===== config.mk =====
export PLATFORM = sky130hd
export DESIGN_NAME = slab_ctrl
export DESIGN_NICKNAME = d
export VERILOG_FILES = /design/src/slab_pkg.sv /design/src/slab_ctrl.sv
export SDC_FILE = /design/constraint.sdc
export NUM_CORES = 1
export LEC_CHECK = 0
export BUFFER_PORTS_ARGS = -buffer_cell sky130_fd_sc_hd__buf_2
export CAP_MARGIN = 20
export CORE_MARGIN = 4
export CORE_UTILIZATION = 35
export DETAILED_ROUTE_END_ITERATION = 8
export HOLD_SLACK_MARGIN = 0.15
export PLACE_DENSITY_LB_ADDON = 0.05
export SLEW_MARGIN = 5
export SYNTH_ARGS = -nofsm -noshare
export SYNTH_HDL_FRONTEND = slang
export SYNTH_SLANG_ARGS = --single-unit

===== constraint.sdc =====
create_clock -name i_clk -period 4.9 [get_ports i_clk]
set_input_delay 0.735 -clock i_clk [delete_from_list [all_inputs] [get_ports i_clk]]
set_output_delay 0.735 -clock i_clk [all_outputs]
set_load 0.01 [all_outputs]

===== src/slab_pkg.sv =====
package slab_pkg;

    localparam int DIV_STEPS = 29;
    localparam int QW        = 29;

    localparam logic [1:0] STS_OK    = 2'd0;
    localparam logic [1:0] STS_RANGE = 2'd1;
    localparam logic [1:0] STS_ZERO  = 2'd2;

    typedef enum logic [1:0] {
        FN_LOAD_SRC = 2'd0,
        FN_LOAD_DST = 2'd1,
        FN_READ     = 2'd2,
        FN_BLEND    = 2'd3
    } t_func;

    typedef enum logic [2:0] {
        REG_IN_SPAN      = 3'd0,
        REG_OUT_SPAN     = 3'd1,
        REG_SCALE_OFFSET = 3'd2,
        REG_PLANE_MODE   = 3'd3,
        REG_X_SHIFT      = 3'd4,
        REG_Y_SHIFT      = 3'd5,
        REG_Z_SHIFT      = 3'd6,
        REG_A_SHIFT      = 3'd7
    } t_reg;

    typedef enum logic [1:0] {
        FIN_MEM,
        FIN_ZERO,
        FIN_RANGE,
        FIN_BLEND
    } t_fin;

    typedef enum logic [3:0] {
        ST_IDLE,
        ST_CHECK,
        ST_MEM,
        ST_MEM_WAIT,
        ST_MUL,
        ST_DIV,
        ST_ADDR,
        ST_ACHK,
        ST_RD,
        ST_RD_WAIT,
        ST_CALC,
        ST_WR,
        ST_DONE
    } t_state;

    typedef struct packed {
        logic [15:0] in_span;
        logic [15:0] out_span;
        logic [23:0] scale_offset;
        logic        plane_mode;
        logic [1:0]  x_shift;
        logic [1:0]  y_shift;
        logic [1:0]  z_shift;
        logic [1:0]  a_shift;
    } t_cfg;

    typedef struct packed {
        logic       take;
        logic       mem_op;
        logic       mul;
        logic       div_step;
        logic       addr_calc;
        logic       rd_issue;
        logic       calc;
        logic       wr;
        logic       finish;
        logic [1:0] plane;
        t_fin       fin;
    } t_cmd;

    typedef struct packed {
        t_func func;
        logic  span_zero;
        logic  px_err;
        logic  addr_err;
        logic  out_free;
    } t_sts;

    // Planes in blend order; with one colour plane the middle two are skipped.
    function automatic logic [1:0] next_plane(input logic [1:0] p, input logic mode);
        logic [1:0] n;
        n = p + 2'd1;
        if (mode && p == 2'd0) begin
            n = 2'd3;
        end
        return n;
    endfunction

endpackage


===== src/slab_ctrl.sv =====
module slab_ctrl (
    input  logic           i_clk,
    input  logic           i_rst_n,
    input  logic           i_valid,
    input  logic           i_plane_mode,
    input  slab_pkg::t_sts i_sts,
    output logic           o_ready,
    output slab_pkg::t_cmd o_cmd
);
    import slab_pkg::*;

    t_state     r_state, n_state;
    logic [4:0] r_cnt, n_cnt;
    logic [1:0] r_plane, n_plane;
    t_fin       r_fin, n_fin;

    always_ff @(posedge i_clk) begin
        if (!i_rst_n) begin
            r_state <= ST_IDLE;
            r_cnt   <= '0;
            r_plane <= '0;
            r_fin   <= FIN_MEM;
        end else begin
            r_state <= n_state;
            r_cnt   <= n_cnt;
            r_plane <= n_plane;
            r_fin   <= n_fin;
        end
    end

    always_comb begin
        n_state = r_state;
        n_cnt   = r_cnt;
        n_plane = r_plane;
        n_fin   = r_fin;
        o_ready = 1'b0;
        o_cmd   = '0;
        o_cmd.plane = r_plane;
        o_cmd.fin   = r_fin;
        case (r_state)
            ST_IDLE: begin
                o_ready = 1'b1;
                if (i_valid) begin
                    o_cmd.take = 1'b1;
                    n_state    = ST_CHECK;
                end
            end
            ST_CHECK: begin
                if (i_sts.func != FN_BLEND) begin
                    n_state = ST_MEM;
                end else if (i_sts.span_zero) begin
                    n_fin   = FIN_ZERO;
                    n_state = ST_DONE;
                end else if (i_sts.px_err) begin
                    n_fin   = FIN_RANGE;
                    n_state = ST_DONE;
                end else begin
                    n_state = ST_MUL;
                end
            end
            ST_MEM: begin
                o_cmd.mem_op = 1'b1;
                n_state      = ST_MEM_WAIT;
            end
            ST_MEM_WAIT: begin
                n_fin   = FIN_MEM;
                n_state = ST_DONE;
            end
            ST_MUL: begin
                o_cmd.mul = 1'b1;
                n_cnt     = '0;
                n_state   = ST_DIV;
            end
            ST_DIV: begin
                o_cmd.div_step = 1'b1;
                if (r_cnt == 5'(DIV_STEPS - 1)) begin
                    n_state = ST_ADDR;
                end else begin
                    n_cnt = r_cnt + 5'd1;
                end
            end
            ST_ADDR: begin
                o_cmd.addr_calc = 1'b1;
                n_state         = ST_ACHK;
            end
            ST_ACHK: begin
                n_plane = 2'd0;
                if (i_sts.addr_err) begin
                    n_fin   = FIN_RANGE;
                    n_state = ST_DONE;
                end else begin
                    n_state = ST_RD;
                end
            end
            ST_RD: begin
                o_cmd.rd_issue = 1'b1;
                if (r_plane == 2'd3) begin
                    n_state = ST_RD_WAIT;
                end else begin
                    n_plane = next_plane(r_plane, i_plane_mode);
                end
            end
            ST_RD_WAIT: begin
                n_state = ST_CALC;
            end
            ST_CALC: begin
                o_cmd.calc = 1'b1;
                n_plane    = 2'd0;
                n_state    = ST_WR;
            end
            ST_WR: begin
                o_cmd.wr = 1'b1;
                if (r_plane == 2'd3) begin
                    n_fin   = FIN_BLEND;
                    n_state = ST_DONE;
                end else begin
                    n_plane = next_plane(r_plane, i_plane_mode);
                end
            end
            ST_DONE: begin
                if (i_sts.out_free) begin
                    o_cmd.finish = 1'b1;
                    n_state      = ST_IDLE;
                end
            end
            default: begin
                n_state = ST_IDLE;
            end
        endcase
    end

endmodule


**After elaboration in Yosys (flattened, before gate mapping)**

Index checks and enable logic that the tools add are counted.

- Bits in registers: 13
- Bits of input ports: 10
- Word-level logic and storage cells: 76

- Reductions and logical operators: 12
- Equality and inequality tests: 25
- Mux-type cells: 33
- $add $sub $neg: 2

Operators with widths:

| cell | count |
|---|---|
| one-hot mux 4 bit (13 select lines) | 1 |
| 2-to-1 mux 4 bit | 8 |
| == test 4 bit, second input constant | 5 |
| inequality test 2 bit, second input constant | 10 |
| == test 4 x 3 -> 1 bit, second input constant | 4 |
| 2-to-1 mux 2 bit | 7 |
| 2-to-1 mux 1 bit | 12 |
| one-hot mux 5 bit (2 select lines) | 1 |
| AND reduction 5 bit | 2 |
| == test 4 x 2 -> 1 bit, second input constant | 2 |
| one-hot mux 2 bit (4 select lines) | 1 |
| adder 5 x 1 -> 5 bit, second input constant | 1 |
| == test 5 bit, second input constant | 1 |
| 2-to-1 mux 5 bit | 1 |
| == test 4 x 1 -> 1 bit, second input constant | 1 |
| zero test 4 bit | 1 |
| one-hot mux 2 bit (2 select lines) | 1 |
| AND reduction 2 bit | 2 |
| nonzero test 2 bit | 2 |
| nonzero test 4 bit | 1 |
| OR reduction 2 bit | 2 |
| 2-to-1 mux 3 bit | 1 |
| inequality test 3 bit, second input constant | 1 |
| adder 2 x 1 -> 2 bit, second input constant | 1 |
| 3 further kinds | 3 |

**Depth between registers and ports, before layout**

- Word-level depth: 5
- Gate-level depth with buffers: 7

**Worst setup path before layout**

OpenSTA, ideal clock, no wires.

- Path type: register -> output
- Start point: register r_state[2]
- End point: output o_cmd[12] (netlist bit)
- Arrival: 1,356 ps
- Cell stages (with the launch flop): 5
- Required time: 4,165 ps
- Buffers on the path: 2
- Path slack: 2,809 ps
- Path through: dfxtp_1 -> clkbuf_2 -> clkbuf_1 -> nor4_1 -> and2_1

RTL lines:

| what | RTL line | RTL |
|---|---|---|
| start: declaration | slab_ctrl.sv:12 | `t_state r_state, n_state;` |
| start signal: assignment | slab_ctrl.sv:24 | `r_state <= n_state;` |
| end: declaration | slab_ctrl.sv:8 | `output slab_pkg::t_cmd o_cmd` |

==> impl_metrics.env <==
export IMPL_r2r_end="r_state[2]$_SDFFE_PN0P_"
export IMPL_finalWirelength_mm=2.34
export IMPL_yosysSeqAreaShare_pct=27.1
export IMPL_wl_met1_mm=1.12
export IMPL_worst_pin_slew_ps=773
export IMPL_grt_antenna_before_repair=0
export IMPL_htree_levels=1
export IMPL_via_per_inst=5.43
export IMPL_clkTransAtPathRegs_ps=90
export IMPL_synthFlopType="dfxtp_1"
export IMPL_yosysWarningCount=0
export IMPL_reg2reg_setup_slack_ps=2860
export IMPL_antennaDiodeCount=0
export IMPL_die_height_um=60.4
export IMPL_cts_repair_resized=0
export IMPL_synth_distinct_cells=42
export IMPL_route_vias_total=907
export IMPL_synth_top_family_by_area="simple AND/OR/NAND/NOR gates"
export IMPL_wl_met3_um=124
export IMPL_final_common_cell="buf_2"
export IMPL_drt_pass1_iterations=4
export IMPL_critPathMaxFanout=22
export IMPL_worstSkewPairLatency_ps=280
export IMPL_muxShareOfSynthArea_pct=4.69
export IMPL_synth_net_count=133
export IMPL_r2r_cells=4
export IMPL_crit_type="flip-flop to output port"
export IMPL_critPathArrivalTime_ps=1740
export IMPL_initial_core_util_pct=37.8
export IMPL_areaGrowthSynthToFinish_pct=13.7
export IMPL_cp_required_ps=4160
export IMPL_numCtsBuffers=3
export IMPL_avgSynthCellArea_um2=8.07
export IMPL_holdPathStages=2
export IMPL_synth_enable_flop_cells=0
export IMPL_p_leak_uw=0.000446
export IMPL_netlist_area_um2=961
export IMPL_setup_violations=0
export IMPL_grt_total_usage_pct=14.7
export IMPL_min_from="r_fin[1]$_SDFFE_PN0P_"
export IMPL_dpl_hpwl_mm=1.71
export IMPL_cpMaxStageDelayCell="dfxtp_1"
export IMPL_critPathMaxStageDelay_ps=800
export IMPL_cts_hold_buf=0
export IMPL_reg2reg_from="r_state[0]$_SDFFE_PN0P_"
export IMPL_syn_inst=119
export IMPL_dieWidth_um=60.4
export IMPL_power_density_nw_per_um2=270
export IMPL_synth_xor_xnor_area_share_pct=3.65
export IMPL_top_layer_used="met4"
export IMPL_post_drt_wl_per_cell_um=14.0
export IMPL_cts_tree="built"
export IMPL_rows=18
export IMPL_cts_setup_buffers=0
export IMPL_drc=0
export IMPL_worstSetupStartpointType="flip-flop"
export IMPL_fin_crit_sh_pct=50.5
export IMPL_clock_sinks=13
export IMPL_peakVddDrop_uv=147
export IMPL_drive_gt1_share_pct=21.9
export IMPL_drv_cap=0
export IMPL_layout_common_cells="buf_2, dfxtp_1, nand2_1, nor3_1"
export IMPL_whs_endpoint="r_fin[1]$_SDFFE_PN0P_"
export IMPL_place_ws_ps=2740
export IMPL_finalClockSkew_ps=2.94
export IMPL_layout_setup_ws_ps=2430
export IMPL_drt_iter0_drc=12
export IMPL_cts_buffer_depth=2
export IMPL_coreArea_um2=2540
export IMPL_io_buffers=23
export IMPL_synthSimpleGateAreaFrac_pct=25.7
export IMPL_root_buffer="clkbuf_4"
export IMPL_slew_viol_final=0
export IMPL_relSlewSlack_pct=48.4
export IMPL_status="finished clean"
export IMPL_grt_setup_unrepaired="false"
export IMPL_max_freq_ghz=0.404
export IMPL_synth_seq_cells=13
export IMPL_synthAdderAreaFrac_pct=6.25
export IMPL_hold_viol=0
export IMPL_dr_wl_met2_mm=1.08
export IMPL_ant_nets=0
export IMPL_gp_congestion=0.794
export IMPL_io_pins=24
export IMPL_nNetsFinal=152
export IMPL_grt_pass1_vias=886
export IMPL_synth_compound_area_share_pct=24.6
export IMPL_tns_ps=0
export IMPL_num_fill_cells=273
export IMPL_endpoint_kind="output port"
export IMPL_synthArstFlopShare_pct=0
export IMPL_grt_overflow=0
export IMPL_grt_pass1_wl_mm=4.02
export IMPL_min_path_type="flip-flop to flip-flop"
export IMPL_dieArea_um2=3650
export IMPL_period_needed_ps=2470
export IMPL_crit_chain="or2b_1 > nor3_1 > buf_2"
export IMPL_grt_max_degree=25
## power by group
group,total (uW),switching (uW),internal [uW]
combinational,84.0,41.5,42.6
clock,70.7,39.2,31.6
sequential,140,27.4,113
## logic make-up (layout without fill, tap and decap cells)
kind of cell               Yosys count  after routing
and+or+nand+nor                     45             45
AOI/OAI and AO/OA                   31             31
buffers and inverters               17             35
DFF                                 13             13
adders and majority gates            5              5
xor gates and xnor gates             4              4
muxes                                4              4
## per-stage QoR
step	instances	utilization [%]	power, uW	cell area [um^2]	hold WS (ps)
floorplan	119	-	204	961	477
global placement	163	41.9	227	1070	446
detailed placement	163	41.9	228	1070	452
CTS	167	42.9	303	1090	466
global route	167	42.9	320	1090	488
finish	167	42.9	295	1090	461
## cells in the mapped netlist, types with 3 or more instances
| master | count | area, um^2 |
|---|---|---|
| nand2_1 | 9 | 33.8 |
| a211oi_1 | 4 | 30.0 |
| dfxtp_1 | 13 | 260 |
| inv_1 | 8 | 30.0 |
| nand2b_1 | 6 | 37.5 |
| nor3_1 | 9 | 45.0 |
| xnor2_1 | 3 | 26.3 |
| o21ai_0 | 5 | 25.0 |
| buf_2 | 4 | 20.0 |
| a21oi_1 | 5 | 25.0 |
| nor2_1 | 8 | 30.0 |
| ha_1 | 4 | 50.1 |
| mux2i_1 | 3 | 30.0 |
| clkbuf_1 | 3 | 11.3 |
## final cells by class
type / instances / area (um^2) / share of cell area, %
multi-input cells: 89 / 623 / 57.0
inverters: 8 / 30.0 / 2.75
repair buffers: 23 / 115 / 10.5
flip-flops and latches: 13 / 260 / 23.8
clock buffers: 4 / 26.3 / 2.41
well taps: 30 / 37.5 / 3.44
## per-layer routing
metal / global-route usage [%] / up-vias
li1: - / 468
met1: 19.5 / 415
met2: 23.0 / 22
met3: 3.62 / 2
met4: 5.70 / 0
met5: 0 / -
## worst max path at each step
stage | from | endpoint | slack [ps] | cells past startpoint
finish | r_state[3]$_SDFFE_PN0P_ | o_cmd[7] | 2430 | 3
global route | r_state[2]$_SDFFE_PN0P_ | o_cmd[10] | 2270 | 3
CTS | r_state[3]$_SDFFE_PN0P_ | o_cmd[7] | 2410 | 3
detailed placement | r_state[0]$_SDFFE_PN0P_ | o_cmd[5] | 2740 | 3
global placement | r_state[3]$_SDFFE_PN0P_ | o_cmd[4] | 2780 | 3
floorplan | r_state[2]$_SDFFE_PN0P_ | o_cmd[12] | 2810 | 4
## sequential cells by signal (all words and copies together), names as in the netlist
signal	flops
r_cnt	5
r_fin	2
r_plane	2
r_state	4
## critical path, delay by kind of cell, from the launching register on
kind,cells,cell delay [ps]
and+or+nand+nor,2,490
DFF,1,800
buffers and inverters,1,160
No activity file was read; power rests on OpenSTA's default activity.
